`src/hw/rtl/lvpe_ram.sv`:
```
`timescale 1ns / 1ps
`default_nettype none

module lvpe_ram #(
    parameter int WIDTH = 8,
    parameter int DEPTH = 32
) (
    input  wire logic                     i_clk,
    input  wire logic                     i_we,
    input  wire logic [$clog2(DEPTH)-1:0] i_waddr,
    input  wire logic [WIDTH-1:0]         i_wdata,
    input  wire logic                     i_re,
    input  wire logic [$clog2(DEPTH)-1:0] i_raddr,
    output logic      [WIDTH-1:0]         o_rdata
);

    logic [WIDTH-1:0] r_mem [DEPTH];

    always_ff @(posedge i_clk) begin
        if (i_we) begin
            r_mem[i_waddr] <= i_wdata;
        end
        if (i_re) begin
            o_rdata <= r_mem[i_raddr];
        end
    end

endmodule

`default_nettype wire

```
`config.mk`:
```
export PLATFORM = sky130hd
export DESIGN_NAME = lvpe_ram
export DESIGN_NICKNAME = d
export VERILOG_FILES = /design/src/hw/rtl/lvpe_ram.sv
export SDC_FILE = /design/constraint.sdc
export NUM_CORES = 1
export LEC_CHECK = 0
export BUFFER_PORTS_ARGS = -buffer_cell sky130_fd_sc_hd__buf_2
export CAP_MARGIN = 20
export CELL_PAD_IN_SITES_DETAIL_PLACEMENT = 1
export CELL_PAD_IN_SITES_GLOBAL_PLACEMENT = 1
export CORE_MARGIN = 5
export CORE_UTILIZATION = 35
export CTS_BUF_LIST = sky130_fd_sc_hd__clkbuf_8
export DETAILED_ROUTE_END_ITERATION = 16
export PLACE_DENSITY_LB_ADDON = 0.1
export SYNTH_ARGS = -nofsm -noshare
export SYNTH_HDL_FRONTEND = slang
export SYNTH_SLANG_ARGS = --single-unit
export TNS_END_PERCENT = 30
```
`constraint.sdc`:
```
create_clock -name i_clk -period 2.5 [get_ports i_clk]
set_input_delay 0.5 -clock i_clk [delete_from_list [all_inputs] [get_ports i_clk]]
set_output_delay 0.5 -clock i_clk [all_outputs]
set_load 0.01 [all_outputs]
```
Word-level counts from Yosys, hierarchy flattened:

Memories as Yosys holds them, arrays and structs flattened. A register that Yosys moved wholly into a read port is not among the register bits.
Index checks and enable logic that the tools add are counted.
W data, S select, Z words.

* logic and storage cells: 3
* output and inout bits: 8
* memory bits (writable): 256
* input bits: 21
* memories kept: 1
* flip-flop bits (word level): 0

* mux-type cells: 2

Memories
* r_mem: words 32, bits a word 8, read ports 1, clocked after Yosys merged registers in 1, wr ports 1, line 17 `logic [WIDTH-1:0] r_mem [DEPTH];`

Operators with widths (count)
* $mux W1: 2

Logic depth before layout (Yosys ltp):

* depth after elaboration: 2
* mapped depth: 5
* mapped depth without buffers: 3

Least setup slack after synthesis:

No wires, ideal clock.

* path type: input port to flip-flop
* start: in i_raddr[2]
* end: reg o_rdata[0], read port of r_mem, data pin
* stages on the path: 5
* setup slack: 0.058 ns
* arrival: 2.182 ns
* path through: clkbuf_1 clkbuf_1 mux4_2 mux4_2 mux2_2

RTL lines
* start: declaration: line 13 `input wire logic [$clog2(DEPTH)-1:0] i_raddr,`
* end: declaration: line 14 `output logic [WIDTH-1:0] o_rdata`

==> reports/results.ini <==
[hold_path]
hold_class = primary input to flop

[synth]
async_reset_ff_frac = 0
post-synth-top-area-cell = edfxtp_1
synthTopCellsByCount = 264 x edfxtp_1, 80 x mux4_2, 33 x nor2_1
netlist_top_cells_area = edfxtp_1 78%, mux4_2 18%, nor2_1 1.2%
ys_warn_count = 0
ys.flop_type = edfxtp_1
synth_seq_cells = 264
synth.avg_cell_area_um2 = 24.3
yosys.cell_types.count = 14
yosysMostFrequentCell = edfxtp_1
syn_inst = 417
synth_top_area_frac = 0.782
synth_edf_count = 264
synthesis.area_um2 = 10100
ys_seq_area_frac = 0.782
syn_nets = 438

[timing]
max_freq_mhz = 490
fin_skew_ns = 0.0130
min_period_over_period = 0.816
finalSetupViolCount = 0
rsz0062_at_grt = no
hold_ws_ns = 0.345
max_slew_margin = 0.506
hold_viol = 0
period_minus_slack_ns = 2.04
finalMaxSlewViolations = 0
tightest_slew_ns = 0.741

[routing]
via_per_inst = 4.92
drt_iter0_drc = 415
drc = 0
first_pass_iters = 4
routed_wl_mm = 24.2
num_vias = 4625
wl_per_cell_um = 25.7
final_antenna_net_count = 0

[layout]
syn2layout_area_growth_pct = 17.8
fin_cells = 940
layout-drive-gt1-share = 0.406
fill_cells = 2670
diodes = 0
nets = 543

[critical_path]
arrival_ns = 2.32
cp-end-kind = flop
cp_top_family = multiplexers
crit_chain = buf_4 -> buf_12 -> buf_4 -> mux4_2 -> mux4_2 -> mux2_2
slowest_delay_ns = 0.52
cp-start-kind = primary input
cp.required_ns = 2.78
crit_fanout = 20
critPathKind = primary input to flop
crit_buf_inv = 3
slowest_stage = mux4_2

[place]
placed_cells_incl_taps = 858
hpwl_mm = 15.3
io_buffers = 28
gp_congestion = 0.715

[power_and_ir_drop]
switching_share = 0.217
clkPwrFrac = 0.394
p_switching_uw = 1960
powerDensity_nw_per_um2 = 756
seq_power_share = 0.550
internal-power_uw = 7080
peakVddDrop_mv = 0.373
power.share.combinational = 0.057
cellLeakagePower_uw = 0.00386

[cts]
htree_levels = 2
cts-root-buf = clkbuf_8
tritoncts.num_buffers = 46
path_clk_slew_ns = 0.06
post_cts_buffers = 0
cts_buffer_depth = 3
insertion_delay_ns = 0.53
cts_tree = yes
cts_hold_buf = 0
cts_resized = 0
cts.sinks = 264

[die]
coreArea_um2 = 28600
rows = 62
start_util = 0.354
die-area_um2 = 32500
die_w_um = 180
ios = 29
fp.dieH_um = 180

[global_routing]
overflow = 0
grt_pass1_vias = 5093
antenna_found_initial = 0
grt_pass1_wl_mm = 35.1
grt_max_degree = 33
grtUsageTotal = 0.149

[job]
cap_violations = 0

[run_status]
status = completed

sequential cells by signal, indices dropped and copies added (netlist names):
register,flops
r_mem,256
o_rdata,8
cell type report:
class,count,area (um2),share of cell area
Clock inverter,33,160,0.0134
Clock buffer,49,674,0.0565
Sequential cell,264,7930,0.664
Tap cell,384,480,0.0402
Timing Repair Buffer,77,598,0.0501
Multi-Input combinational cell,133,2100,0.176
worst paths after layout:
kind,from,to,slack (ns),depth (start not counted)
hold / removal,i_re,o_rdata[4]$_DFFE_PP_,0.35,1
setup reg to reg,r_mem[5][3]$_DFFE_PP_,o_rdata[3]$_DFFE_PP_,0.55,3
setup / recovery,i_raddr[0],o_rdata[5]$_DFFE_PP_,0.46,6
hold reg to reg,r_mem[18][7]$_DFFE_PP_,o_rdata[7]$_DFFE_PP_,0.98,3
logic make-up after synthesis:
group | synth area share
flops | 0.782
mux | 0.187
simple gates | 0.0205
buf+inv | 0.0105
power groups by stage:
stage               clock [uW]  combinational [uW]  sequential, uW
floorplan                    0                 263            5050
global placement             0                 521            5060
detailed placement           0                 527            5060
CTS                       3700                 528            4970
global route              3910                 547            4970
finish                    3560                 510            4960
cell usage in the layout (no fill, tap or decap), drive strengths merged:
master,count
buf,77
bufinv,1
clkbuf,49
clkinv,20
edfxtp,264
inv,12
mux2,8
mux4,80
nand2,1
nand3,2
nand3b,5
nor2,33
or3,1
or3b,3
through the flow:
stage | TNS [ns] | setup slack (ns) | total power, uW | util | instance area, um2
after floorplan | 0 | 0.0583 | 5310 | - | 10100
after global placement | -0.566 | -0.116 | 5580 | 0.388 | 11100
after detailed placement | -0.524 | -0.108 | 5590 | 0.388 | 11100
after CTS | 0 | 0.464 | 9200 | 0.417 | 11900
after global routing | 0 | 0.442 | 9420 | 0.417 | 11900
final | 0 | 0.459 | 9030 | 0.417 | 11900
routing by layer:
| metal | part of all wire | wire length, um | GRT usage | vias to the layer above |
|---|---|---|---|---|
| li1 | - | - | - | 2005 |
| met1 | 0.43 | 10500 | 0.217 | 2437 |
| met2 | 0.47 | 11400 | 0.232 | 147 |
| met3 | 0.075 | 1810 | 0.0293 | 36 |
| met4 | 0.018 | 426 | 0.0384 | 0 |
| met5 | 0 | 0 | 0 | - |
No activity file was read; power rests on OpenSTA's default activity.
