$ cat src/hw/rtl/lvpe_pkg.sv
`timescale 1ns / 1ps
`default_nettype none

package lvpe_pkg;

    // Shared divider geometry
    localparam int DIV_NW = 56;   // dividend width
    localparam int DIV_DW = 32;   // divisor width
    localparam int DIV_CW = 6;    // step count width

    // Square-root unit geometry
    localparam int SQ_W  = 56;
    localparam int SQ_RW = 28;

    // Field widths
    localparam int DEPTH_W = 31;
    localparam int VP_W    = 20;
    localparam int RHO_W   = 18;
    localparam int CFG_W   = 6;

    // Density and Poisson ramp constants (scaled by 16 / 10000)
    localparam int RHO_BASE = 29840;
    localparam int RHO_GAIN = 1579;
    localparam int RHO_RND  = 5000;
    localparam int T_OFS    = 32960;
    localparam int T_MAX    = 7040;
    localparam int VS_NUM   = 14080;
    localparam int VS_DEN   = 84480;

    // x / 10000 as (x * RHO_RECIP) >> RHO_SHIFT, exact for x below 2^32
    localparam logic [31:0] RHO_RECIP = 32'hD1B7_1759;
    localparam int          RHO_SHIFT = 45;

    // Quotient bit counts per divide
    localparam int NB_INTERP = 21;
    localparam int NB_VS     = 40;

    typedef struct packed {
        logic [DIV_NW-1:0] num;
        logic [DIV_DW-1:0] den;
        logic [DIV_CW-1:0] nbits;
    } t_div_req;

endpackage

`default_nettype wire

$ cat src/hw/rtl/lvpe_sqrt.sv
`timescale 1ns / 1ps
`default_nettype none

// Bitwise integer square root, two radicand bits per cycle.
module lvpe_sqrt
    import lvpe_pkg::*;
(
    input  wire logic             i_clk,
    input  wire logic             i_rst_n,
    input  wire logic             i_start,
    input  wire logic [SQ_W-1:0]  i_x,
    output logic                  o_done,
    output logic [SQ_RW-1:0]      o_root
);

    logic            r_act;
    logic            r_done;
    logic [SQ_W-1:0] r_x;
    logic [SQ_W:0]   r_r;
    logic [SQ_W-1:0] r_bit;

    logic [SQ_W:0]   trial;
    logic            ge;

    always_comb begin
        trial = r_r + {1'b0, r_bit};
        ge    = {1'b0, r_x} >= trial;
    end

    always_ff @(posedge i_clk) begin
        if (!i_rst_n) begin
            r_act  <= 1'b0;
            r_done <= 1'b0;
        end else begin
            r_done <= 1'b0;
            if (i_start) begin
                r_act <= 1'b1;
                r_x   <= i_x;
                r_r   <= '0;
                r_bit <= SQ_W'(1) << (SQ_W - 2);
            end else if (r_act) begin
                if (ge) begin
                    r_x <= SQ_W'({1'b0, r_x} - trial);
                    r_r <= (r_r >> 1) + {1'b0, r_bit};
                end else begin
                    r_r <= r_r >> 1;
                end
                r_bit <= r_bit >> 2;
                if (r_bit[0]) begin
                    r_act  <= 1'b0;
                    r_done <= 1'b1;
                end
            end
        end
    end

    assign o_done = r_done;
    assign o_root = r_r[SQ_RW-1:0];

endmodule

`default_nettype wire

$ cat config.mk
export PLATFORM = sky130hd
export DESIGN_NAME = lvpe_sqrt
export DESIGN_NICKNAME = d
export VERILOG_FILES = /design/src/hw/rtl/lvpe_pkg.sv /design/src/hw/rtl/lvpe_sqrt.sv
export SDC_FILE = /design/constraint.sdc
export NUM_CORES = 1
export LEC_CHECK = 0
export BUFFER_PORTS_ARGS = -buffer_cell sky130_fd_sc_hd__buf_4
export CAP_MARGIN = 20
export CORE_MARGIN = 2
export CORE_UTILIZATION = 40
export DETAILED_ROUTE_END_ITERATION = 8
export HOLD_SLACK_MARGIN = 0.02
export SYNTH_ARGS = -nofsm -noshare
export SYNTH_HDL_FRONTEND = slang
export SYNTH_SLANG_ARGS = --single-unit
$ cat constraint.sdc
create_clock -name i_clk -period 10.15 [get_ports i_clk]
set_input_delay 1.015 -clock i_clk [delete_from_list [all_inputs] [get_ports i_clk]]
set_output_delay 1.015 -clock i_clk [all_outputs]
set_load 0.005 [all_outputs]
# Yosys cells after proc, flatten, opt, wreduce, memory -nomap -nowiden

Cells that the tools add are included.

Logic and storage cells: 26
Bits in registers: 143
Output and inout bits: 29
Input bits: 59

Muxes and demuxes: 10
Add/sub/neg operators: 3
Bitwise gates (word level): 2
Reduce and logical (&&, ||, !) cells: 5
$lt $le $gt $ge: 1

Operators by type and width:

| kind                                         | number |
|---|---|
| two-way mux 56 bit                           | 3 |
| two-way mux 57 bit                           | 2 |
| adder 56 x 55 -> 57 bit                      | 1 |
| adder 57 x 55 -> 57 bit                      | 1 |
| greater-or-equal comparator 56 x 57 -> 1 bit | 1 |
| subtractor 56 bit                            | 1 |
| two-way mux 55 bit                           | 1 |
| two-way mux 1 bit                            | 4 |
| nonzero test 2 bit                           | 2 |
| AND reduction 3 bit                          | 1 |
| OR reduction 3 bit                           | 1 |
| inverter 1 bit                               | 2 |
| AND reduction 2 bit                          | 1 |

# Longest topological paths before layout

Gate-level depths: netlist of the first run.

Depth after elaboration: 5
Depth in mapped cells: 24
Gate-level depth less buffers: 21

# Worst setup path after synthesis of the first run

No wires, ideal clock.

Path kind: reg2reg
From: register r_r[2]
To: register r_x[0], enable pin
Setup time: 0.484 ns
Data required time: 9.666 ns
Slack: 2.123 ns
Path buffers: 3
Stages on the path, launching flop included: 23
Arrival: 7.543 ns
Period minus slack after synthesis: 8.027 ns
Cells stage by stage: edfxtp_1 > ha_1 > a31o_2 > a31oi_1 > o21ai_0 > a31o_2 > a211oi_1 > o211ai_1 > a31oi_1 > o21bai_1 > xnor2_1 > ha_1 > clkbuf_1 > nand4_1 > or4_1 > nor3_2 > a222oi_1 > a31oi_4 > o21a_1 > buf_4 > buf_4 > nand2_1 > a21boi_1

Longest elaborated chain between the ends: 4

RTL lines:

| what                                         | RTL line        | source |
|---|---|---|
| from (decl)                                  | lvpe_sqrt.sv:19 | `logic [SQ_W:0] r_r;` |
| from (signal assigned)                       | lvpe_sqrt.sv:44 | `r_r <= (r_r >> 1) + {1'b0, r_bit};` |
| from (signal assigned)                       | lvpe_sqrt.sv:46 | `r_r <= r_r >> 1;` |
| adder 57 x 55 -> 57 bit                      | lvpe_sqrt.sv:26 | `trial = r_r + {1'b0, r_bit};` |
| greater-or-equal comparator 56 x 57 -> 1 bit | lvpe_sqrt.sv:27 | `ge = {1'b0, r_x} >= trial;` |
| nonzero test 2 bit (no line)                 | -               |  |
| AND reduction 3 bit (no line)                | -               |  |
| to (signal assigned)                         | lvpe_sqrt.sv:38 | `r_x <= i_x;` |
| to (signal assigned)                         | lvpe_sqrt.sv:43 | `r_x <= SQ_W'({1'b0, r_x} - trial);` |
| to (decl)                                    | lvpe_sqrt.sv:18 | `logic [SQ_W-1:0] r_x;` |

Every way passes these cells.
A chain may end at the register's enable or synchronous reset.

# Worst setup path in the final report of the first run

From: register r_r[2]
To: register r_x[15], enable pin

Same word-level chain as after synthesis.

==> impl_results.md, run 1 <==
* Placed Instance Area at 14500 µm²
* Chip width at 189 µm
* Number of global-route vias before repair at 11900
* Synth top area cells: sky130_fd_sc_hd__edfxtp_1 31%, sky130_fd_sc_hd__ha_1 10%, sky130_fd_sc_hd__a21oi_1 5.4%
* Area taken by flip-flops and latches at 4270 µm²
* TritonCTS clock tree: done
* Finish-stage setup viols at 0
* Post-route cell area at 15100 µm²
* Max-slew violation count at 0
* Clock Latency Late Sink at 440 ps
* Layout overhead on the synthesized area at 9.97%
* Final RePlAce weighted congestion at 0.928
* Setup Slack @ Placement at 3000 ps
* Min-Delay Startpoint: r_act
* Top flip-flop cell by instance count after synthesis: sky130_fd_sc_hd__edfxtp_1
* Synthesized area per cell at 8.77 µm²
* Kind of start point of the critical path: flop
* Clk buf depth at 2
* Drt wl/cell at 19.5 µm
* Number of violations reported at the end of detailed-routing iteration 0 at 943
* Buffering stage count on the worst path with inverters included at 2
* Critical Path Sink Type: flop
* Starting Density at 40.7%
* Worst Skew at 15.1 ps
* Number of iterations in the first detailed-routing pass at 5
* Register area share after synthesis at 31.2%
* Count of standard-cell rows at 67
* Worst-case hold slack at 491 ps
* Clk pin slew, worst setup/hold paths at 60 ps
* Most common cell after layout, fill and taps aside: sky130_fd_sc_hd__nand2_1
* Summed negative setup slack over all endpoints at 0 ps
* Post-synthesis sequential element count at 143
* Area used by multi-input combinational logic at 8770 µm²
* Via-to-Cell Ratio at 6.04
* Timing startpoint of the critical path: r_r[2]
* Fraction of post-synthesis cell area in the top cell type by area at 30.9%
* Number of maximum-capacitance constraint violations at 0
* Worst hold path type: flop to flop
* Net Count, Synth at 1736
* Status: finished, final reports clean
* Cells along the critical path: ha_1 > a31o_2 > a31oi_1 > o21ai_0 > a31o_2 > a211oi_1 > o211ai_1 > a31oi_1 > o21bai_1 > xnor2_1 > ha_1 > nand4_1 > or4_1 > nor3_2 > a222oi_1 > a31oi_4 > o21a_1 > buf_4 > nand2_1 > a21boi_4 > buf_4
* Non-filler instance count after layout at 2042
* Startpoint of the lowest-slack register-to-register path: r_r[2]
* Synthesis warning total at 0
* Share of async-settable or async-resettable flops after synthesis at 0%
* Die area at 35700 µm²
* Worst slew margin relative to its limit at 32.5%
* Synth area leader: sky130_fd_sc_hd__edfxtp_1
* I/O pins at 88
* Min Clock Period, post-route at 7310 ps
* Netlist area before placement at 13700 µm²
* Number of instances in the synthesized netlist at 1562
* Slew at the pin with the worst max-slew slack at 1010 ps
* Peak per-stage delay on the critical path at 680 ps
* Total CTS buffers at 17
* Overall via count from detail_route at 12300
* DRC errors left at 0
* Clock sink count at 143
* Highest-delay cell along the critical path: sky130_fd_sc_hd__a211oi_1
* # placed instances at 2011
* Static power due to leakage at 5.65 nW
* Overall overflow remaining after global route at 0
* Count of nets left with antenna violations after detail routing at 0
* Unrepaired setup endpoints after global routing: false
* Delay-heaviest family, CP: compound AO/OA/AOI/OAI gates
* HPWL after detailed placement at 29700 µm
* First-pass GRT wire length at 63900 µm
* Setup repair bufs after CTS at 0
* Top library cells by usage in the layout, fill and taps aside: 156 x sky130_fd_sc_hd__nand2_1, 148 x sky130_fd_sc_hd__a21oi_1, 141 x sky130_fd_sc_hd__edfxtp_1
* Final Cycle Share at 72.0%
* Antenna violations before repair at 0
* Share of post-route cells with drive strength above 1 at 11.2%
* Top fanout value on the critical path at 56
* Chip Height at 189 µm
* Number of enable flip-flop cells after synthesis at 141
* Number of H-tree levels at 4
* Root buffer selected by CTS: sky130_fd_sc_hd__clkbuf_16
* Total count of hold-check failures in the final report at 0
* Area of the core region at 33600 µm²
* Antenna cell count at 0
* Final net count at 1756
* Post-route total power at 2.33 mW
* Number of input and output port buffers inserted at 87
* P per Cell Area at 155 nW/µm²
* Hold Buf Count CTS at 0
* Worst VDD drop at 115 µV
* Category of the most critical setup path: flop to flop
* Final setup slack of the worst path at 2840 ps
* Post-cts resize count at 0
* Tot GR Track Use at 22.4%
* Crit path arrival time at 7370 ps
* Post-route core utilization at 44.8%
* Worst EP required at 10210 ps
* Number of fillers in the final layout at 3283
* Yosys cell types at 85
* Highest attainable clock frequency at 0.137 GHz
* Maximum number of pins on one net before global-route repair at 70
* Overall routed net length at 39900 µm
## sequential cells by signal, indices dropped and copies added (netlist names)
signal / flops
r_r: 57
r_x: 56
r_bit: 28
o_done: 1
r_act: 1
## cell usage after synthesis (all sizes together), types with 27 or more instances
cell type	instances
nand2	156
a21oi	148
edfxtp	141
ha	114
o21ai	107
nor2	88
xor2	64
a31oi	55
buf	55
nor2b	52
xnor2	52
a21o	43
inv	41
clkbuf	40
a211oi	35
o21bai	33
nand4	28
o31ai	28
nand3	27
## routing by layer
metal | GRT usage [%] | routed length (µm)
met1 | 29.4 | 18000
met2 | 38.4 | 19200
met3 | 2.74 | 1830
met4 | 7.03 | 904
met5 | 0 | 0
## report_power, final
| part | internal, mW | switching [mW] |
|---|---|---|
| clock network | 0.384 | 0.263 |
| registers | 0.717 | 0.0490 |
| logic | 0.355 | 0.560 |
| total | 1.46 | 0.873 |
## logic make-up (layout without fill, tap and decap cells)
kind of cell | after synthesis | count (layout) | synth area share, %
adder cells (fa/ha/maj) | 115 | 115 | 10.6
buffers and inverters | 136 | 168 | 4.95
multiplexers | 9 | 9 | 0.722
flip-flops | 143 | 143 | 31.2
AO/OA/AOI/OAI | 564 | 564 | 27.3
XOR/XNOR | 116 | 116 | 7.42
AND/OR/NAND/NOR | 479 | 479 | 17.8
## final timing paths
path                   to  slack, ps  cells after the start
setup / recovery  r_x[15]       2840                     21
hold / removal     o_done        490                      1
setup reg to reg  r_x[15]       2840                     21
hold reg to reg    o_done        490                      1
## cell type report
type                       instances  area share, %
sequential                       143           28.4
clock buffer                      20           2.90
tap                              448           3.72
inverter                          41           1.02
clock inverter                    11          0.939
timing repair buffer              96           4.81
multi-input combinational       1283           58.2
Note: power is estimated with default switching activity, not from simulation.
==> inputs of run 2 (changes only) <==
--- a/config.mk
+++ b/config.mk
@@ -5,6 +5,7 @@
 export SDC_FILE = /design/constraint.sdc
 export NUM_CORES = 1
 export LEC_CHECK = 0
+export ABC_AREA = 1
 export BUFFER_PORTS_ARGS = -buffer_cell sky130_fd_sc_hd__buf_4
 export CAP_MARGIN = 20
 export CORE_MARGIN = 2
==> constraint.sdc (replaced) <==
create_clock -name i_clk -period 7 [get_ports i_clk]
set_input_delay 0.7 -clock i_clk [delete_from_list [all_inputs] [get_ports i_clk]]
set_output_delay 0.7 -clock i_clk [all_outputs]
set_load 0.005 [all_outputs]
==> run 2 against run 1 <==
Cell count is 51% higher. Sequential share of layout area shrank 4.7 points. Clock skew barely moved. Synthesized cell count is 60% higher. First-iteration DRC count rose by 77%. Combinational power increased by 110%. Synthesized area up 21%. Register-to-register slack worse by 1800 ps. Via count increased by 41%.
==> impl_results.md, run 2 <==
* Status: finished, final reports clean
* Largest family of logic cells by synthesized area: simple AND/OR/NAND/NOR gates
* Yosys cell types at 48
* Synth area leader: sky130_fd_sc_hd__edfxtp_1
* Final RePlAce weighted congestion at 1.01
* Category of the most critical setup path: flop to flop
* Netlist area before placement at 16500 µm²
* Net Count, Synth at 2677
* Share of async-settable or async-resettable flops after synthesis at 0%
* Overall via count from detail_route at 17400
* Adder and majority cell fraction of the synthesized area at 8.75%
* Root buffer selected by CTS: sky130_fd_sc_hd__clkbuf_16
* Die area at 43000 µm²
* Portion of total power attributed to combinational logic at 47.4%
* Final Cycle Share at 84.8%
* HPWL after detailed placement at 52400 µm
* Top flip-flop cell by instance count after synthesis: sky130_fd_sc_hd__edfxtp_1
* Count of nets left with antenna violations after detail routing at 0
* Maximum number of pins on one net before global-route repair at 85
* Top library cells by usage in the layout, fill and taps aside: 657 x sky130_fd_sc_hd__nand2_1, 324 x sky130_fd_sc_hd__inv_1, 301 x sky130_fd_sc_hd__nor2_1
* Hold Buf Count CTS at 0
* Setup Slack @ Placement at 1140 ps
* Final net count at 2723
* TritonCTS clock tree: done
* Static power due to leakage at 7.84 nW
* Clock sink count at 143
* Register area share after synthesis at 25.9%
* Number of instances in the synthesized netlist at 2503
* Worst EP required at 7150 ps
* Unrepaired setup endpoints after global routing: false
* Post-synthesis sequential element count at 143
* Multiplexer share of the synthesized area at 0%
* Leading registers by flop count: r_r: 57 flops, r_x: 56 flops, r_bit: 28 flops
* Clk pin slew, worst setup/hold paths at 70 ps
* Most flop-heavy register: r_r
* Final setup slack of the worst path at 1070 ps
* Number of enable flip-flop cells after synthesis at 141
* Synth top area cells: sky130_fd_sc_hd__edfxtp_1 26%, sky130_fd_sc_hd__nand2_1 15%, sky130_fd_sc_hd__ha_1 8.6%
* Max-slew violation count at 0
* Setup repair bufs after CTS at 0
* Kind of start point of the critical path: flop
* Layout overhead on the synthesized area at 9.33%
* Most common cell in the synthesized netlist: sky130_fd_sc_hd__nand2_1
* Min Clock Period, post-route at 5930 ps
* Drt wl/cell at 20.5 µm
* Highest-delay cell along the critical path: sky130_fd_sc_hd__edfxtp_1
* Post-route cell area at 18100 µm²
* Worst slew margin relative to its limit at 28.7%
* Synthesis warning total at 0
* Worst VDD drop at 140 µV
* Clk buf depth at 2
* Via-to-Cell Ratio at 5.63
* Placed Instance Area at 17500 µm²
* Number of global-route vias before repair at 16900
* Tot GR Track Use at 29.2%
* Overall overflow remaining after global route at 0
* P per Cell Area at 227 nW/µm²
* Total CTS buffers at 17
* Area share of and/or/nand/nor cells after synthesis at 33.3%
* Chip Height at 207 µm
* Total net switching power at 1.84 mW
* Number of H-tree levels at 4
* Number of iterations in the first detailed-routing pass at 6
* Highest attainable clock frequency at 0.169 GHz
* Share of post-route cells with drive strength above 1 at 9.02%
* Post-cts resize count at 0
* Count of standard-cell rows at 74
* Net switching fraction of the power at 44.8%
* Finish-stage setup viols at 0
* Summed negative setup slack over all endpoints at 0 ps
* DRC errors left at 0
* Crit path arrival time at 6090 ps
* Number of fillers in the final layout at 4407
* Commonest cells in the netlist: 657 x sky130_fd_sc_hd__nand2_1, 324 x sky130_fd_sc_hd__inv_1, 301 x sky130_fd_sc_hd__nor2_1
* Antenna violations before repair at 0
* Most common cell after layout, fill and taps aside: sky130_fd_sc_hd__nand2_1
* Slew at the pin with the worst max-slew slack at 1070 ps
* Power Internal at 2.26 mW
* Antenna cell count at 0
* Fraction of power consumed by the clock network at 23.8%
* Top fanout value on the critical path at 56
* Starting Density at 40.5%
* Xor-xnor portion of the synthesized cell area at 5.77%
* Peak per-stage delay on the critical path at 520 ps
* Share of the synthesized area in compound gates (AO/OA/AOI/OAI) at 16.0%
* Area of the core region at 40800 µm²
* Number of input and output port buffers inserted at 87
* WHS Path Cells at 3
* Chip width at 207 µm
* Reg power frac at 28.8%
* Post-route total power at 4.10 mW
* Most used cell along the critical path: sky130_fd_sc_hd__nand2_1
* Number of violations reported at the end of detailed-routing iteration 0 at 1668
* Overall routed net length at 63500 µm
* I/O pins at 88
* Synthesized area per cell at 6.61 µm²
* Number of maximum-capacitance constraint violations at 0
* Critical Path Sink Type: flop
* First-pass GRT wire length at 96100 µm
* Fraction of post-synthesis cell area in the top cell type by area at 25.6%
* Clock Latency Late Sink at 490 ps
* Worst hold path type: input pin to flop
* Number of flip-flops in the largest register at 57
* Reg2reg path depth at 25
* Worst Skew at 15.0 ps
* Total count of hold-check failures in the final report at 0
## run 2: cell count changes after synthesis, moves of 22 or more
cell / before / now
sky130_fd_sc_hd__nand2_1: 156 / 657
sky130_fd_sc_hd__inv_1: 41 / 324
sky130_fd_sc_hd__nor2_1: 88 / 301
sky130_fd_sc_hd__nand3_1: 27 / 166
sky130_fd_sc_hd__o21ai_0: 98 / 158
sky130_fd_sc_hd__nor2b_1: 52 / 0
sky130_fd_sc_hd__a31oi_1: 54 / 21
sky130_fd_sc_hd__nand3_2: 0 / 32
sky130_fd_sc_hd__a211oi_1: 34 / 8
sky130_fd_sc_hd__a21oi_1: 148 / 174
sky130_fd_sc_hd__clkbuf_1: 40 / 15
sky130_fd_sc_hd__o21ai_2: 0 / 25
sky130_fd_sc_hd__a21o_1: 43 / 19
sky130_fd_sc_hd__o31ai_1: 28 / 6
## run 2: cell type report
type                            instances  area, µm²  area share, %
Multi-Input combinational cell       1961      10600           58.4
Sequential cell                       143       4270           23.6
Inverter                              328       1230           6.82
Timing Repair Buffer                   98        761           4.21
Tap cell                              532        666           3.68
Clock buffer                           18        429           2.37
Clock inverter                         13        163          0.900
## run 2: power by group through the flow
| stage | clock network [mW] | registers, mW | logic, mW |
|---|---|---|---|
| after global placement | 0 | 1.19 | 1.89 |
| after global routing | 1.01 | 1.19 | 2.14 |
| after CTS | 0.991 | 1.18 | 1.91 |
| after detailed placement | 0 | 1.19 | 1.91 |
| after floorplan | 0 | 1.14 | 1.39 |
| final | 0.973 | 1.18 | 1.94 |
## run 2: worst paths after layout
path	start	endpoint	slack, ps
worst max-delay path	r_r[8]	r_x[52]	1070
worst min-delay path	i_x[33]	r_x[33]	480
worst max register to register	r_r[8]	r_x[52]	1070
worst min register to register	r_act	o_done	510
## run 2: cell families after synthesis
| kind of cell | count (synthesis) |
|---|---|
| DFF | 143 |
| AOI/OAI and AO/OA | 459 |
| buffers and inverters | 399 |
| xor gates and xnor gates | 109 |
| adders and majority gates | 115 |
| and+or+nand+nor | 1278 |
## run 2: per-stage QoR
step                hold WS [ps]  util (%)  instances
floorplan                    443         -       2503
global placement             508      42.8       3062
detailed placement           509      42.8       3062
CTS                          453      44.3       3093
global route                 481      44.3       3093
finish                       480      44.3       3093
## run 2: critical path: cells and delay by family (launching register included)
family | cells | cell delay, ps
AND/OR/NAND/NOR | 13 | 1650
adder cells (fa/ha/maj) | 2 | 900
AO/OA/AOI/OAI | 6 | 1500
buffers and inverters | 3 | 700
flip-flops | 1 | 520
XOR/XNOR | 1 | 180
## run 2: metal layers
layer	vias to the layer above	wire [µm]	share of wire [%]	GRT usage, %
li1	8402	-	-	-
met1	8144	27300	43	37.5
met2	708	29300	46	48.0
met3	146	4040	6.4	3.96
met4	0	2920	4.6	14.5
met5	-	0	0	0
==> inputs of run 3 (changes only) <==
==> constraint.sdc (replaced) <==
create_clock -name i_clk -period 5 [get_ports i_clk]
set_input_delay 0.5 -clock i_clk [delete_from_list [all_inputs] [get_ports i_clk]]
set_output_delay 0.5 -clock i_clk [all_outputs]
set_load 0.005 [all_outputs]
==> run 3 against run 2 <==
Register-to-register slack lost 790 ps. Utilization grew 3.2 points. Clock skew is 3.1 ps lower. Sequential share of layout area fell by 1.6 points. Power increased by 47%. Cell count grew 3.4%. Critical path depth unchanged. Critical endpoint is now r_x[39]. Largest cell class unchanged. Highest routed layer unchanged.
==> impl_results.md, run 3 (same netlist as run 2, synthesis figures left out) <==
* Number of input and output port buffers inserted at 87
* # placed instances at 3154
* Clk buf depth at 2
* HPWL after detailed placement at 55600 µm
* End of the worst register-to-register path: r_x[39]
* Critical Path Sink Type: flop
* Crit path arrival time at 4930 ps
* Starting Density at 40.5%
* Worst Skew at 11.9 ps
* Drt wl/cell at 21.0 µm
* Number of fillers in the final layout at 4322
* Final RePlAce weighted congestion at 0.976
* Area of the core region at 40800 µm²
* Area taken by flip-flops and latches at 4270 µm²
* Non-filler instance count after layout at 3198
* Worst EP required at 5200 ps
* Overall routed net length at 67100 µm
* TritonCTS clock tree: done
* Die area at 43000 µm²
* Min Clock Period, post-route at 4730 ps
* Worst slew margin relative to its limit at 45.7%
* Total count of hold-check failures in the final report at 0
* Antenna cell count at 0
* Number of global-route vias before repair at 17300
* Clock sink count at 143
* Worst VDD drop at 211 µV
* Chip width at 207 µm
* Chip Height at 207 µm
* Hold Buf Count CTS at 0
* Worst hold path type: input pin to flop
* Category of the most critical setup path: flop to flop
* Number of maximum-capacitance constraint violations at 0
* Final Cycle Share at 94.5%
* Overall via count from detail_route at 17600
* Total CTS buffers at 17
* Final net count at 2828
* Kind of start point of the critical path: flop
* Number of H-tree levels at 4
* Number of iterations in the first detailed-routing pass at 6
* Root buffer selected by CTS: sky130_fd_sc_hd__clkbuf_16
* Clock Latency Late Sink at 500 ps
* Via-to-Cell Ratio at 5.50
* Reg2reg path depth at 25
* Top library cells by usage in the layout, fill and taps aside: 652 x sky130_fd_sc_hd__nand2_1, 324 x sky130_fd_sc_hd__inv_1, 293 x sky130_fd_sc_hd__nor2_1
* Most common cell after layout, fill and taps aside: sky130_fd_sc_hd__nand2_1
* Top fanout value on the critical path at 16
* Most flop-heavy register: r_r
* Overall overflow remaining after global route at 0
* Tot GR Track Use at 31.0%
* Static power due to leakage at 8.49 nW
* First-pass GRT wire length at 101000 µm
* Count of standard-cell rows at 74
* Antenna violations before repair at 0
* Share of post-route cells with drive strength above 1 at 15.0%
* Finish-stage setup viols at 0
* Leading registers by flop count: r_r: 57 flops, r_x: 56 flops, r_bit: 28 flops
* P per Cell Area at 311 nW/µm²
* Count of nets left with antenna violations after detail routing at 0
* Layout overhead on the synthesized area at 17.3%
* Number of violations reported at the end of detailed-routing iteration 0 at 1621
* Startpoint of the lowest-slack register-to-register path: r_bit[22]
* DRC errors left at 0
* Status: finished, final reports clean
* I/O pins at 88
* End point of the critical path: r_x[39]
* Flop-to-flop setup slack at 270 ps
* Clk pin slew, worst setup/hold paths at 70 ps
* Highest attainable clock frequency at 0.212 GHz
* Max-slew violation count at 0
* Slew at the pin with the worst max-slew slack at 814 ps
* Post-route total power at 6.04 mW
* Number of flip-flops in the largest register at 57
* Timing startpoint of the critical path: r_bit[22]
* Area used by multi-input combinational logic at 10900 µm²
* Maximum number of pins on one net before global-route repair at 64
## run 3: worst min path at each step
stage / start / to / slack [ps] / depth (start not counted)
2_1_floorplan: r_act / o_done / 440 / 2
3_3_place_gp: r_act / o_done / 490 / 2
3_5_place_dp: r_act / o_done / 520 / 2
4_1_cts: i_x[48] / r_x[48] / 240 / 3
5_1_grt: i_x[48] / r_x[48] / 260 / 3
6_report: i_x[48] / r_x[48] / 270 / 3
## run 3: routing by layer
metal  up-vias  part of all wire, %  global-route usage, %
met5         -                    0                      0
met4         0                  5.1                   15.7
met3       141                  5.0                   4.57
met2       604                   48                   52.2
met1      8260                   42                   38.5
li1       8598                    -                      -
## run 3: worst max-delay path, stage by stage (launching register included)
cell	delay (ps)
sky130_fd_sc_hd__edfxtp_1	450
sky130_fd_sc_hd__ha_1	360
sky130_fd_sc_hd__nand2_1	130
sky130_fd_sc_hd__inv_1	70
sky130_fd_sc_hd__nand2_2	140
sky130_fd_sc_hd__o21ai_0	130
sky130_fd_sc_hd__a21oi_2	300
sky130_fd_sc_hd__nand3_1	120
sky130_fd_sc_hd__buf_4	180
sky130_fd_sc_hd__a21o_1	200
sky130_fd_sc_hd__nand2_1	70
sky130_fd_sc_hd__nand2_1	120
sky130_fd_sc_hd__xnor2_4	190
sky130_fd_sc_hd__ha_4	300
sky130_fd_sc_hd__nand2_1	70
sky130_fd_sc_hd__inv_1	80
sky130_fd_sc_hd__nand2_1	80
sky130_fd_sc_hd__nor3_1	190
sky130_fd_sc_hd__nand4_1	130
sky130_fd_sc_hd__o21ai_2	220
sky130_fd_sc_hd__a21oi_2	70
sky130_fd_sc_hd__nor2_4	220
sky130_fd_sc_hd__nand2_8	80
sky130_fd_sc_hd__a21oi_4	150
sky130_fd_sc_hd__buf_12	170
sky130_fd_sc_hd__buf_12	170
## run 3: cell type report
cell class / instances / area share (%)
clock inverters: 14 / 0.942
well taps: 532 / 3.43
clock buffers: 17 / 2.19
repair buffers: 203 / 8.63
flip-flops and latches: 143 / 22.0
inverters: 328 / 6.36
multi-input cells: 1961 / 56.4
## run 3: report_power, final
part | leakage [nW] | switching (mW) | internal [mW]
sequential | 1.37 | 0.114 | 1.49
combinational | 6.82 | 1.96 | 1.08
clock | 0.298 | 0.608 | 0.790
## run 3: per-stage QoR
| stage | setup slack, ps | TNS [ps] | hold slack (ps) | instance area [µm²] | utilization (%) |
|---|---|---|---|---|---|
| 6_report | 273 | 0 | 274 | 19400 | 47.5 |
| 5_1_grt | -19.4 | -62.1 | 263 | 19400 | 47.5 |
| 4_1_cts | 27.8 | 0 | 244 | 19000 | 46.6 |
| 3_5_place_dp | -330 | -30260 | 519 | 18300 | 44.9 |
| 3_3_place_gp | -371 | -29980 | 491 | 18300 | 44.9 |
| 2_1_floorplan | 4.49 | 0 | 443 | 16600 | - |
## run 3: repair_timing
item	CTS	global route
cloned	0	1
gates resized for setup	10	66
buffers inserted	1	11
setup endpoints to repair	114	118
pin swaps	1	11
