--- config.mk ---
export PLATFORM = sky130hd
export DESIGN_NAME = lvpe_div
export DESIGN_NICKNAME = d
export VERILOG_FILES = /design/src/hw/rtl/lvpe_pkg.sv /design/src/hw/rtl/lvpe_div.sv
export SDC_FILE = /design/constraint.sdc
export NUM_CORES = 1
export LEC_CHECK = 0
export ABC_CLOCK_PERIOD_IN_PS = 14450
export BUFFER_PORTS_ARGS = -buffer_cell sky130_fd_sc_hd__clkbuf_2
export CAP_MARGIN = 0
export CORE_MARGIN = 5
export CORE_UTILIZATION = 55
export DETAILED_ROUTE_END_ITERATION = 10
export GPL_TIMING_DRIVEN = 1
export HOLD_SLACK_MARGIN = 0.1
export PLACE_DENSITY = 0.81
export SYNTH_ARGS = -nofsm -noshare
export SYNTH_HDL_FRONTEND = slang
export SYNTH_SLANG_ARGS = --single-unit
--- constraint.sdc ---
create_clock -name i_clk -period 14.45 [get_ports i_clk]
set_input_delay 1.445 -clock i_clk [delete_from_list [all_inputs] [get_ports i_clk]]
set_output_delay 1.445 -clock i_clk [all_outputs]
set_load 0.05 [all_outputs]
--- src/hw/rtl/lvpe_pkg.sv ---
`timescale 1ns / 1ps
`default_nettype none

package lvpe_pkg;

    // Shared divider geometry
    localparam int DIV_NW = 56;   // dividend width
    localparam int DIV_DW = 32;   // divisor width
    localparam int DIV_CW = 6;    // step count width

    // Square-root unit geometry
    localparam int SQ_W  = 56;
    localparam int SQ_RW = 28;

    // Field widths
    localparam int DEPTH_W = 31;
    localparam int VP_W    = 20;
    localparam int RHO_W   = 18;
    localparam int CFG_W   = 6;

    // Density and Poisson ramp constants (scaled by 16 / 10000)
    localparam int RHO_BASE = 29840;
    localparam int RHO_GAIN = 1579;
    localparam int RHO_RND  = 5000;
    localparam int T_OFS    = 32960;
    localparam int T_MAX    = 7040;
    localparam int VS_NUM   = 14080;
    localparam int VS_DEN   = 84480;

    // x / 10000 as (x * RHO_RECIP) >> RHO_SHIFT, exact for x below 2^32
    localparam logic [31:0] RHO_RECIP = 32'hD1B7_1759;
    localparam int          RHO_SHIFT = 45;

    // Quotient bit counts per divide
    localparam int NB_INTERP = 21;
    localparam int NB_VS     = 40;

    typedef struct packed {
        logic [DIV_NW-1:0] num;
        logic [DIV_DW-1:0] den;
        logic [DIV_CW-1:0] nbits;
    } t_div_req;

endpackage

`default_nettype wire

--- src/hw/rtl/lvpe_div.sv ---
`timescale 1ns / 1ps
`default_nettype none

// Restoring divider, one quotient bit per cycle. Caller guarantees
// (num >> nbits) < den.
module lvpe_div
    import lvpe_pkg::*;
(
    input  wire logic              i_clk,
    input  wire logic              i_rst_n,
    input  wire logic              i_start,
    input  wire t_div_req          i_req,
    output logic                   o_done,
    output logic [DIV_NW-1:0]      o_quot
);

    logic              r_act;
    logic [DIV_CW-1:0] r_cnt;
    logic [DIV_DW-1:0] r_rem;
    logic [DIV_DW-1:0] r_den;
    logic [DIV_NW-1:0] r_sh;
    logic [DIV_NW-1:0] r_q;
    logic              r_done;

    logic [DIV_DW:0]   rem2;
    logic              ge;
    logic [DIV_DW-1:0] n_rem;

    always_comb begin
        rem2  = {r_rem, r_sh[DIV_NW-1]};
        ge    = rem2 >= {1'b0, r_den};
        n_rem = ge ? DIV_DW'(rem2 - {1'b0, r_den}) : rem2[DIV_DW-1:0];
    end

    always_ff @(posedge i_clk) begin
        if (!i_rst_n) begin
            r_act  <= 1'b0;
            r_done <= 1'b0;
        end else begin
            r_done <= 1'b0;
            if (i_start) begin
                r_act <= 1'b1;
                r_cnt <= i_req.nbits;
                r_den <= i_req.den;
                r_rem <= DIV_DW'(i_req.num >> i_req.nbits);
                r_sh  <= i_req.num << (DIV_CW'(DIV_NW) - i_req.nbits);
                r_q   <= '0;
            end else if (r_act) begin
                r_rem <= n_rem;
                r_sh  <= r_sh << 1;
                r_q   <= {r_q[DIV_NW-2:0], ge};
                r_cnt <= r_cnt - 1'b1;
                if (r_cnt == DIV_CW'(1)) begin
                    r_act  <= 1'b0;
                    r_done <= 1'b1;
                end
            end
        end
    end

    assign o_done = r_done;
    assign o_quot = r_q;

endmodule

`default_nettype wire

* Word level (Yosys, flattened, before mapping)
Index checks and enable logic that the tools add are counted.
** Cells by class
- $add $sub $neg :: 3
- $mul :: 0
- Div/mod/pow operators :: 0
- $lt $le $gt $ge :: 1
- Equal/unequal tests :: 1
- Shifts and indexed selects :: 2
- Muxes and demuxes :: 12
- Bitwise logic cells :: 2
- Reductions and logical operators :: 4
** Operator list (count)
- 56-bit two-way mux :: 3
- 32-bit two-way mux :: 3
- 56-bit by 6-bit << shifter with 56-bit output :: 1
- 56-bit by 6-bit >> shifter with 32-bit output :: 1
- 33-bit by 32-bit greater-or-equal comparator with 1-bit output :: 1
- 32-bit subtractor :: 1
- 6-bit two-way mux :: 2
- 6-bit by 1-bit == test with 1-bit output (second input constant) :: 1
- 6-bit by 1-bit subtractor with 6-bit output (second input constant) :: 1
- 6-bit subtractor (first input constant) :: 1
- 1-bit two-way mux :: 4
- 2-bit AND reduction :: 2
- 3-bit OR reduction :: 1
- 1-bit NOT :: 2
- 2-bit nonzero test :: 1
** Storage, ports and cells
- Bits in registers :: 184
- Bits in latches :: 0
- Memory bits (writable) :: 0
- Memory bits (read-only) :: 0
- Input bits :: 97
- Output and inout bits :: 57
- Word-level logic and storage cells :: 32
- Memories kept :: 0

* Longest topological paths before layout
Gate-level depths: netlist of the first run.
- Depth in word-level cells :: 4
- Mapped depth :: 17

* Least setup slack after synthesis of the first run
OpenSTA, ideal clock, no wires.
- Kind :: input port to flip-flop
- From :: input i_start
- To :: register r_q[0], in the netlist o_quot[0], enable pin
- Arrival :: 5441 ps
- Data required time :: 13927 ps
- Path slack :: 8486 ps
- Stages on the path :: 3
- Path through :: clkbuf_1 > clkbuf_1 > o21a_1
** On the way
- Word-level cells in the longest chain between the ends :: 2
** Ends and longest elaborated chain
- start, declared :: RTL line lvpe_div.sv:11 : input wire logic i_start,
- 2-bit nonzero test (no line)
- 2-bit AND reduction (no line)
- end signal, assigned :: RTL line lvpe_div.sv:51 : r_q <= {r_q[DIV_NW-2:0], ge};
- end, declared :: RTL line lvpe_div.sv:22 : logic [DIV_NW-1:0] r_q;
No other way between the ends.
A chain may end at the register's enable or synchronous reset.

* Worst setup path in the final report of the first run
- From :: input i_req[0] in the netlist's numbering
- To :: register r_sh[54], data pin
** On the way
- Word-level cells in the longest chain between the ends :: 3
** Ends and longest elaborated chain
- start, declared :: RTL line lvpe_div.sv:12 : input wire t_div_req i_req,
- 6-bit subtractor :: RTL line lvpe_div.sv:46 : r_sh <= i_req.num << (DIV_CW'(DIV_NW) - i_req.nbits);
- 56-bit by 6-bit << shifter with 56-bit output :: RTL line lvpe_div.sv:46
- 56-bit two-way mux :: RTL line lvpe_div.sv:41 : if (i_start) begin
- end signal, assigned :: RTL line lvpe_div.sv:46
- end signal, assigned :: RTL line lvpe_div.sv:50 : r_sh <= r_sh << 1;
- end, declared :: RTL line lvpe_div.sv:21 : logic [DIV_NW-1:0] r_sh;
No other way between the ends.

==> summary.md, run 1 <==
| Metric | Value |
|---|---|
| Endpoints failing setup | `0` |
| Vias in the first global route | `12,400` |
| Synth cell types | `73` |
| Simple-gate share of the synthesized area | `15.7%` |
| Post-synthesis mux area share | `19.6%` |
| Synth Area in Adders | `3.02%` |
| Share of layout cells above drive strength 1 | `19.9%` |
| Critical Setup Path Class | `input pin to register` |
| Pin count of the biggest net entering global routing | `92` |
| Top delay family on crit path | `buffers and inverters` |
| Gr ovfl total | `0` |
| Routed WL per cell | `22.0 um` |
| CTS tree | `done` |
| Antenna viol nets, final | `0` |
| Part of the power in registers | `37.8%` |
| Most used DFF post-synth | `edfxtp_1` |
| Vias/cell | `6.57` |
| #FFs+latches synth | `184` |
| Crit Path Max Fanout | `82` |
| Hold/Removal Path Class | `register to register` |
| Final instance area | `0.0167 mm2` |
| Combinational power share | `36.4%` |
| Initial Util | `56.1%` |
| Worst slew margin | `23.9%` |
| Largest family of logic cells by synthesized area | `multiplexers` |
| PwrDens | `105 mW/mm2` |
| Syn avg cell area | `9.55 um2` |
| Synth top area share | `36.0%` |
| First-pass GRT wire length | `69,500 um` |
| Final Hold Fails | `0` |
| Core ar. | `0.0270 mm2` |
| Most frequent cells in the layout | `283 x nand2_1, 182 x edfxtp_1, 151 x clkbuf_2, 122 x a21oi_1, 119 x nor2_1` |
| Clock edge transition at the registers on the reported setup and hold paths | `0.07 ns` |
| Setup WS post-layout | `9.26 ns` |
| Leak | `6.53 nW` |
| RSZ-0062 raised after global routing | `false` |
| Clk_lat worst skew | `0.45 ns` |
| Post-layout minimum cycle time | `5.19 ns` |
| GPL Wtd Cong | `0.996` |
| Setup Fix Bufs, Post-CTS | `0` |
| IO Pins | `154` |
| Half-perimeter wire length after placement | `32,300 um` |
| R2r startpoint | `r_rem[13]` |
| Syn Inst Count | `1,588` |
| Cells along the critical path | `buf_6 > inv_1 > ha_2 > buf_4 > mux2i_1 > nor2_1 > a31oi_1 > nor2_1 > a21oi_1 > o22a_1 > nand2_1 > o211ai_1 > o21ai_0` |
| Overall Power | `1.75 mW` |
| Commonest non-fill, non-tap cell in the layout | `nand2_1` |
| Cell row count | `60` |
| Mapped Nets | `1,721` |
| Sw Pwr | `0.648 mW` |
| YS warnings | `0` |
| Initial antenna violation count | `2` |
| Maximum VDD drop | `0.0820 mV` |
| Post-cts gate resize count | `0` |
| Status | `finished clean` |
| Die Area | `0.0310 mm2` |
| PortBufs | `153` |
| R2R Path End | `r_rem[4]` |
| Mapped cell area | `0.0152 mm2` |
| Max Clk Rate | `193 MHz` |
| CTS Sinks | `184` |
| Placed Cells | `1,983` |
| Synth area leader | `edfxtp_1` |
| Die X | `176 um` |
| Actual slew at the worst max-slew pin | `1.14 ns` |
| Clock buffer depth | `2` |
| Synth Area in Compound Gates | `18.4%` |
| Register area share after synthesis | `36.3%` |
| XOR/XNOR Fraction of Synth Area | `2.19%` |
| FFs w/ async S/R, synth | `0%` |
| CTS buffer count | `17` |
| Crit path buf inv count | `3` |
| WP data required | `14.60 ns` |
| CP startpoint | `i_req[0]` |
| Critical path's most frequent cell | `nor2_1` |
| Area growth, synth to finish | `9.81%` |
| Fillers | `2,324` |
| Setup Total Neg Slack | `0 ns` |
| # DRC | `0` |
| Routed wire length | `44,300 um` |
| CTS HTree Levels | `4` |
| Post-Place Worst Slack | `8.84 ns` |
| Register-to-register setup slack | `10.71 ns` |
| Nets@finish | `1,794` |
| Slew Limit Fails | `0` |
| Nature of the critical path startpoint | `input pin` |
| P_int | `1.10 mW` |
| CP Capture Type | `register` |
| Vias | `13,200` |
| Main area contributors after synthesis | `edfxtp_1 36%, mux4_2 14%, nand2_1 7.0%` |
| Crit path to | `r_sh[54]` |
| Switching Share | `37.0%` |
| Clk pwr share | `25.8%` |
| Crit. path cell count | `13` |
| Slowest stage delay, CP | `0.66 ns` |
| Non-Filler Instances | `2,016` |
| Root Buffer | `clkbuf_16` |
| Slowest cell on crit path | `buf_6` |
| Placed Area | `0.0161 mm2` |
| Initial DRT Pass Iterations | `5` |
| Post-synth EDFFs | `182` |
| Max-cap violation count | `0` |
| Post-cts hold buffer count | `0` |
| R2r worst-path depth | `10` |
| Arr. time, crit path | `5.34 ns` |
| Height of the die | `176 um` |
| Skew final | `0.0258 ns` |
| Total GRT Usage | `28.3%` |
| Final Cycle Share | `35.9%` |
| DRT iter0 DRCs | `1,779` |
worst min-delay path, cell delays in order, from the launching register on:
cell and delay [ns]:
dfxtp_1 0.32, nand2_1 0.06, nor3_1 0.03
state kept, by name (all words and copies together) (netlist names):
register / count
o_done: 1
r_sh: 56
r_rem: 32
o_quot: 56
r_cnt: 6
r_act: 1
r_den: 32
synth_stat cells (14+ instances only):
cell type and number:
o21ai_0 87, edfxtp_1 182, a211oi_1 43, clkbuf_1 65, buf_2 27, nor2b_1 64, xnor2_1 24, o2bb2ai_1 23
nor2_1 119, mux2i_1 77, inv_1 54, o21a_1 17, buf_1 20, ha_1 35, a21oi_1 122, o221ai_1 17
nand3_1 17, nand2_1 283, a31oi_1 18, mux4_2 93, xor2_1 14
routing by layer:
layer / wire [um] / GRT usage (%) / share of wire [%] / up-vias
li1: - / - / - / 6084
met1: 18700 / 40.5 / 42 / 6315
met2: 19900 / 42.8 / 45 / 734
met3: 4090 / 5.87 / 9.2 / 106
met4: 1540 / 10.5 / 3.5 / 2
met5: 20 / 0 / 0.045 / -
stage by stage:
step / util [%] / hold slack (ns)
global route: 61.6 / 0.457
global placement: 59.5 / 0.438
detailed placement: 59.5 / 0.442
floorplan: - / 0.415
CTS: 61.6 / 0.450
finish: 61.6 / 0.445
power by group through the flow:
stage	registers, mW	clock network (mW)	logic, mW
5_1_grt	0.666	0.481	0.692
6_report	0.663	0.452	0.637
3_3_place_gp	0.673	0	0.615
2_1_floorplan	0.702	0	0.432
4_1_cts	0.663	0.457	0.626
3_5_place_dp	0.673	0	0.622
cells by family after synthesis:
group                      after synthesis
muxes                                  179
AOI/OAI and AO/OA                      431
DFF                                    184
buffers and inverters                  178
adders and majority gates               36
and+or+nand+nor                        542
xor gates and xnor gates                38
cell type report:
cell class / instances / area, um2 / area share [%]
antenna: 1 / 2.50 / 0.0150
clock buffer: 17 / 425 / 2.55
clock inverter: 15 / 138 / 0.826
inverter: 58 / 218 / 1.31
multi-input combinational: 1226 / 9010 / 54.1
sequential: 184 / 5510 / 33.1
tap: 341 / 427 / 2.56
timing repair buffer: 174 / 932 / 5.60
how the worst min path moves through the flow:
stage	depth (start not counted)	end	from	slack [ns]
floorplan	2	o_done	r_act	0.41
global route	2	o_done	r_act	0.46
finish	2	o_done	r_act	0.44
global placement	2	o_done	r_act	0.44
CTS	2	o_done	r_act	0.45
detailed placement	2	o_done	r_act	0.44
(Power assumes the default switching activity.)
==> run 2, diff against run 1 <==
--- a/config.mk
+++ b/config.mk
@@ -5,7 +5,7 @@
 export SDC_FILE = /design/constraint.sdc
 export NUM_CORES = 1
 export LEC_CHECK = 0
-export ABC_CLOCK_PERIOD_IN_PS = 14450
+export ABC_CLOCK_PERIOD_IN_PS = 4600
 export BUFFER_PORTS_ARGS = -buffer_cell sky130_fd_sc_hd__clkbuf_2
 export CAP_MARGIN = 0
 export CORE_MARGIN = 5
@@ -13,7 +13,7 @@
 export DETAILED_ROUTE_END_ITERATION = 10
 export GPL_TIMING_DRIVEN = 1
 export HOLD_SLACK_MARGIN = 0.1
-export PLACE_DENSITY = 0.81
+export PLACE_DENSITY = 0.84
 export SYNTH_ARGS = -nofsm -noshare
 export SYNTH_HDL_FRONTEND = slang
 export SYNTH_SLANG_ARGS = --single-unit
==> constraint.sdc (replaced) <==
create_clock -name i_clk -period 4.6 [get_ports i_clk]
set_input_delay 0.46 -clock i_clk [delete_from_list [all_inputs] [get_ports i_clk]]
set_output_delay 0.46 -clock i_clk [all_outputs]
set_load 0.05 [all_outputs]
==> summary.md, run 2 (synthesized netlist as in run 1, its figures left out) <==
| Metric | Value |
|---|---|
| PwrDens | `334 mW/mm2 (was 105 mW/mm2)` |
| Initial antenna violation count | `1 (was 2)` |
| Post-cts hold buffer count | `0 (unchanged)` |
| Clk_lat worst skew | `0.45 ns (about the same)` |
| Core ar. | `0.0270 mm2 (unchanged)` |
| Height of the die | `176 um (unchanged)` |
| Slowest cell on crit path | `o21a_2 (was buf_6)` |
| Setup WS post-layout | `0.963 ns (was 9.26 ns)` |
| Vias | `13,300 (was 13,200)` |
| Total GRT Usage | `28.8% (was 28.3%)` |
| Status | `finished clean (unchanged)` |
| Share of layout cells above drive strength 1 | `20.2% (was 19.9%)` |
| Routed wire length | `45,700 um (was 44,300 um)` |
| Skew final | `0.0165 ns (was 0.0258 ns)` |
| Leak | `6.57 nW (was 6.53 nW)` |
| CTS Sinks | `184 (unchanged)` |
| DR WL met2 | `19,900 um (about the same)` |
| RSZ-0062 raised after global routing | `false (unchanged)` |
| Actual slew at the worst max-slew pin | `1.14 ns (about the same)` |
| WP data required | `4.78 ns (was 14.60 ns)` |
| CTS HTree Levels | `4 (unchanged)` |
| Max Clk Rate | `275 MHz` |
| Arr. time, crit path | `3.82 ns (was 5.34 ns)` |
| Initial Util | `56.1% (unchanged)` |
| CTS tree | `done (unchanged)` |
| CP Capture Type | `register (unchanged)` |
| Die X | `176 um (unchanged)` |
| Worst slew margin | `23.9% (about the same)` |
| Nets@finish | `1,799 (was 1,794)` |
| Gr ovfl total | `0 (unchanged)` |
| PortBufs | `153 (unchanged)` |
| Initial DRT Pass Iterations | `7 (was 5)` |
| Half-perimeter wire length after placement | `33,400 um (was 32,300 um)` |
| Slowest stage delay, CP | `0.87 ns (was 0.66 ns)` |
| Top delay family on crit path | `compound AO/OA/AOI/OAI gates (was buffers and inverters)` |
| Final Hold Fails | `0 (unchanged)` |
| Pin count of the biggest net entering global routing | `88 (was 92)` |
| CTS buffer count | `17 (unchanged)` |
| GPL Wtd Cong | `1.04 (was 0.996)` |
| Cell row count | `60 (unchanged)` |
| Cells along the critical path | `ha_1 > a21oi_1 > o21ai_0 > a22oi_1 > a31oi_1 > o22ai_1 > o21a_2 > nor2_1 > a211oi_1 > a21oi_1 (was buf_6 > inv_1 > ha_2 > buf_4 > mux2i_1 > nor2_1 > a31oi_1 > nor2_1 > a21oi_1 > o22a_1 > nand2_1 > o211ai_1 > o21ai_0)` |
| Hold/Removal Path Class | `input pin to register (was register to register)` |
| Vias/cell | `6.60 (was 6.57)` |
| IO Pins | `154 (unchanged)` |
| Maximum VDD drop | `0.260 mV (was 0.0820 mV)` |
| Post-cts gate resize count | `0 (unchanged)` |
| Final Cycle Share | `79.1%` |
| Commonest non-fill, non-tap cell in the layout | `nand2_1 (unchanged)` |
| Clock buffer depth | `2 (unchanged)` |
| Critical Setup Path Class | `register to register (was input pin to register)` |
| Non-Filler Instances | `2,021 (was 2,016)` |
| # DRC | `0 (unchanged)` |
| Post-layout minimum cycle time | `3.64 ns` |
| Endpoints failing setup | `0 (unchanged)` |
| Die Area | `0.0310 mm2 (unchanged)` |
| Vias in the first global route | `12,400 (about the same)` |
| Clock edge transition at the registers on the reported setup and hold paths | `0.09 ns (was 0.07 ns)` |
| Crit Path Max Fanout | `57 (was 82)` |
| Root Buffer | `clkbuf_16 (unchanged)` |
| Placed Cells | `1,988 (was 1,983)` |
| Routed WL per cell | `22.6 um (was 22.0 um)` |
| Nature of the critical path startpoint | `register (was input pin)` |
| Max-cap violation count | `0 (unchanged)` |
| Setup Fix Bufs, Post-CTS | `0 (unchanged)` |
| Most frequent cells in the layout | `283 x nand2_1, 182 x edfxtp_1, 151 x clkbuf_2, 122 x a21oi_1, 119 x nor2_1 (unchanged)` |
| Crit path buf inv count | `0 (was 3)` |
| Met1 WL | `18,800 um (was 18,700 um)` |
| WL met3 | `5010 um (was 4090 um)` |
| Antenna viol nets, final | `0 (unchanged)` |
| Post-Place Worst Slack | `0.937 ns (was 8.84 ns)` |
| Area growth, synth to finish | `10.3% (was 9.81%)` |
| Top sig layer | `met4 (was met5)` |
| First-pass GRT wire length | `70,600 um (was 69,500 um)` |
| Critical path's most frequent cell | `a21oi_1 (was nor2_1)` |
| Setup Total Neg Slack | `0 ns (unchanged)` |
| Slew Limit Fails | `0 (unchanged)` |
| Register-to-register setup slack | `0.96 ns (was 10.71 ns)` |
| DRT iter0 DRCs | `1,850 (was 1,779)` |
## run 2: cell types whose count changed in the layout (fill, tap and decap cells not counted), sizes merged
cell	change
clkinv	-2
inv	+2
buf	+5
## run 2: worst reg2reg max path, cell delays in order, from the launching register on
cell and delay [ns]:
edfxtp_1 0.42, ha_1 0.38, a21oi_1 0.29, o21ai_0 0.20
a22oi_1 0.32, a31oi_1 0.14, o22ai_1 0.24, o21a_2 0.87
nor2_1 0.15, a211oi_1 0.29, a21oi_1 0.07
## run 2: layout make-up
| class | count | area [um2] |
|---|---|---|
| antenna | 1 | 2.50 |
| clock buffer | 17 | 425 |
| clock inverter | 15 | 156 |
| fill | 2263 | 10300 |
| inverter | 58 | 218 |
| multi-input combinational | 1226 | 9010 |
| sequential | 184 | 5510 |
| tap | 341 | 427 |
| timing repair buffer | 179 | 995 |
## run 2: report_power, final
part / internal (mW) / total [mW] / leakage [nW] / switching (mW)
logic: 0.741 / 2.03 / 4.51 / 1.29
clock network: 0.728 / 1.47 / 0.285 / 0.745
registers: 2.02 / 2.09 / 1.77 / 0.0673
## run 2: metrics by stage
step	total power, mW	util [%]	hold WS, ns	cell area (um2)
6_report	5.59	61.9	0.178	16700
3_5_place_dp	4.10	59.8	0.451	16200
4_1_cts	5.55	61.9	0.166	16700
5_1_grt	5.85	61.9	0.156	16700
3_3_place_gp	4.07	59.8	0.450	16200
2_1_floorplan	3.56	-	0.414	15200
## run 2: worst paths after layout
path,from,to,depth (start not counted)
setup reg to reg,r_rem[13],r_rem[7],10
hold / removal,i_req[6],r_den[0],1
hold reg to reg,r_act,o_done,2
setup / recovery,r_rem[13],r_rem[7],10
## run 2: per-layer routing
| layer | vias to the layer above | global-route usage (%) |
|---|---|---|
| met4 | 0 | 11.6 |
| met2 | 862 | 42.6 |
| met3 | 125 | 6.53 |
| li1 | 6107 | - |
| met5 | - | 0 |
| met1 | 6238 | 41.4 |
==> run 3, diff against run 2 <==
--- a/config.mk
+++ b/config.mk
@@ -5,7 +5,7 @@
 export SDC_FILE = /design/constraint.sdc
 export NUM_CORES = 1
 export LEC_CHECK = 0
-export ABC_CLOCK_PERIOD_IN_PS = 4600
+export ABC_CLOCK_PERIOD_IN_PS = 3250
 export BUFFER_PORTS_ARGS = -buffer_cell sky130_fd_sc_hd__clkbuf_2
 export CAP_MARGIN = 0
 export CORE_MARGIN = 5
==> constraint.sdc (replaced) <==
create_clock -name i_clk -period 3.25 [get_ports i_clk]
set_input_delay 0.325 -clock i_clk [delete_from_list [all_inputs] [get_ports i_clk]]
set_output_delay 0.325 -clock i_clk [all_outputs]
set_load 0.05 [all_outputs]
==> summary.md, run 3 (synthesized netlist as in run 1, its figures left out) <==
| Metric | Value |
|---|---|
| Antenna diodes | `0 (was 1)` |
| Reg area | `0.00551 mm2 (unchanged)` |
| Crit Path Max Fanout | `3 (was 57)` |
| Hold/Removal Path Class | `input pin to register (unchanged)` |
| Area growth, synth to finish | `14.7% (was 10.3%)` |
| Slowest stage delay, CP | `0.39 ns (was 0.87 ns)` |
| Vias in the first global route | `12,700 (was 12,400)` |
| Routed wire length | `46,000 um (was 45,700 um)` |
| Die Area | `0.0310 mm2 (unchanged)` |
| Most frequent cells in the layout | `283 x nand2_1, 182 x edfxtp_1, 151 x clkbuf_2, 122 x a21oi_1, 119 x nor2_1 (unchanged)` |
| Commonest non-fill, non-tap cell in the layout | `nand2_1 (unchanged)` |
| Register-to-register setup slack | `0.11 ns (was 0.96 ns)` |
| Maximum VDD drop | `0.375 mV (was 0.260 mV)` |
| CTS buffer count | `17 (unchanged)` |
| R2R Path End | `r_rem[26] (was r_rem[7])` |
| CTS HTree Levels | `4 (unchanged)` |
| Post-layout minimum cycle time | `3.14 ns (was 3.64 ns)` |
| R2r worst-path depth | `13 (was 10)` |
| Final instance area | `0.0174 mm2 (was 0.0167 mm2)` |
| Leak | `6.88 nW (was 6.57 nW)` |
| Hold Path Stages | `3 (was 1)` |
| Setup WS post-layout | `0.111 ns (was 0.963 ns)` |
| Final Cycle Share | `96.6% (was 79.1%)` |
| IO Pins | `154 (unchanged)` |
| Pin count of the biggest net entering global routing | `61 (was 88)` |
| Initial DRT Pass Iterations | `6 (was 7)` |
| Total GRT Usage | `29.0% (was 28.8%)` |
| DR WL met2 | `20,700 um (was 19,900 um)` |
| Cells along the critical path | `inv_1 > ha_1 > inv_1 > fa_2 > a21o_1 > a221oi_4 > a2bb2oi_2 > a21oi_2 > a41o_1 > a311oi_2 > xor2_1 > o21ai_1 > a22o_1 (was ha_1 > a21oi_1 > o21ai_0 > a22oi_1 > a31oi_1 > o22ai_1 > o21a_2 > nor2_1 > a211oi_1 > a21oi_1)` |
| Max-cap violation count | `0 (unchanged)` |
| Clk_lat worst skew | `0.46 ns (was 0.45 ns)` |
| Vias/cell | `6.44 (was 6.60)` |
| Slowest cell on crit path | `edfxtp_1 (was o21a_2)` |
| Placed Area | `0.0165 mm2 (was 0.0162 mm2)` |
| # DRC | `0 (unchanged)` |
| Worst slew margin | `29.4% (was 23.9%)` |
| Hold WS | `0.168 ns (was 0.178 ns)` |
| Antenna viol nets, final | `0 (unchanged)` |
| Area of the multi-input gates | `0.00905 mm2 (was 0.00901 mm2)` |
| PortBufs | `153 (unchanged)` |
| Die X | `176 um (unchanged)` |
| Slew Limit Fails | `0 (unchanged)` |
| Hold endpoint | `o_done (was r_den[0])` |
| Setup Total Neg Slack | `0 ns (unchanged)` |
| Max Clk Rate | `319 MHz (was 275 MHz)` |
| Cell row count | `60 (unchanged)` |
| Clock buffer depth | `2 (unchanged)` |
| HP Start | `i_rst_n (was i_req[6])` |
| Status | `finished clean (unchanged)` |
| R2r startpoint | `r_sh[55] (was r_rem[13])` |
| CP Capture Type | `register (unchanged)` |
| Critical path's most frequent cell | `inv_1 (was a21oi_1)` |
| Post-Place Worst Slack | `0.0751 ns (was 0.937 ns)` |
| Gr ovfl total | `0 (unchanged)` |
| Half-perimeter wire length after placement | `34,300 um (was 33,400 um)` |
| GPL Wtd Cong | `1.07 (was 1.04)` |
| WL met3 | `4460 um (was 5010 um)` |
| Nature of the critical path startpoint | `register (unchanged)` |
| Nets@finish | `1,863 (was 1,799)` |
| Fin util | `64.4% (was 61.9%)` |
| PwrDens | `459 mW/mm2 (was 334 mW/mm2)` |
| WP data required | `3.45 ns (was 4.78 ns)` |
| Skew final | `0.0282 ns (was 0.0165 ns)` |
| Fillers | `2,210 (was 2,263)` |
| Endpoints failing setup | `0 (unchanged)` |
| Share of layout cells above drive strength 1 | `21.7% (was 20.2%)` |
| Met1 WL | `19,500 um (was 18,800 um)` |
| RSZ-0062 raised after global routing | `true (was false)` |
| Actual slew at the worst max-slew pin | `1.05 ns (was 1.14 ns)` |
| Final Hold Fails | `0 (unchanged)` |
| Top sig layer | `met4 (unchanged)` |
| CTS Sinks | `184 (unchanged)` |
| Root Buffer | `clkbuf_16 (unchanged)` |
| Routed WL per cell | `22.1 um (was 22.6 um)` |
| Core ar. | `0.0270 mm2 (unchanged)` |
| First-pass GRT wire length | `71,100 um (was 70,600 um)` |
| DRT iter0 DRCs | `1,586 (was 1,850)` |
| Clock edge transition at the registers on the reported setup and hold paths | `0.09 ns (about the same)` |
| Initial Util | `56.1% (unchanged)` |
| Arr. time, crit path | `3.34 ns (was 3.82 ns)` |
| Height of the die | `176 um (unchanged)` |
| Vias | `13,400 (was 13,300)` |
| Initial antenna violation count | `0 (was 1)` |
| Critical Setup Path Class | `register to register (unchanged)` |
| CTS tree | `done (unchanged)` |
[run 3: area by class of cell]
class	count	share of cell area [%]
inverters	58	1.25
repair buffers	243	9.44
clock inverters	15	0.748
clock buffers	17	2.45
flip-flops and latches	184	31.6
well taps	341	2.45
multi-input cells	1226	52.0
[run 3: how the worst max path moves through the flow]
| stage | start | slack [ns] | to |
|---|---|---|---|
| 2_1_floorplan | i_req[0] | 0.03 | r_sh[49] |
| 3_3_place_gp | r_rem[3] | 0.13 | r_rem[0] |
| 3_5_place_dp | r_rem[23] | 0.08 | r_rem[3] |
| 4_1_cts | r_sh[55] | 0.05 | r_rem[26] |
| 5_1_grt | r_sh[55] | -0.009 | r_rem[26] |
| 6_report | r_sh[55] | 0.11 | r_rem[26] |
[run 3: per-layer routing]
metal	GRT usage, %	up-vias
met4	9.94	0
met2	44.8	759
met3	6.42	105
li1	-	6233
met1	40.7	6321
met5	0	-
[run 3: power by group]
group	switching (mW)	total [mW]	internal, mW
clock	1.01	2.02	1.01
sequential	0.0906	2.95	2.86
combinational	1.86	3.01	1.15
[run 3: critical path: cells and delay by family (launching register included)]
family | cells | cell delay [ns]
flip-flops | 1 | 0.39
buffers and inverters | 2 | 0.13
adder cells (fa/ha/maj) | 2 | 0.49
XOR/XNOR | 1 | 0.19
AO/OA/AOI/OAI | 8 | 1.67
[run 3: per-stage QoR]
step,instances,total power [mW]
final,2084,7.98
after global routing,2084,8.36
after CTS,2082,7.92
after detailed placement,2018,5.88
after global placement,2018,5.84
after floorplan,1588,5.03
[run 3: timing repair]
action / in CTS / in global routing
hold buffers: 32 / 0
endpoints found under the hold margin: 32 / 0
buffers inserted: 0 / 2
endpoints found under the setup margin: 0 / 25
gates resized for setup: 0 / 9
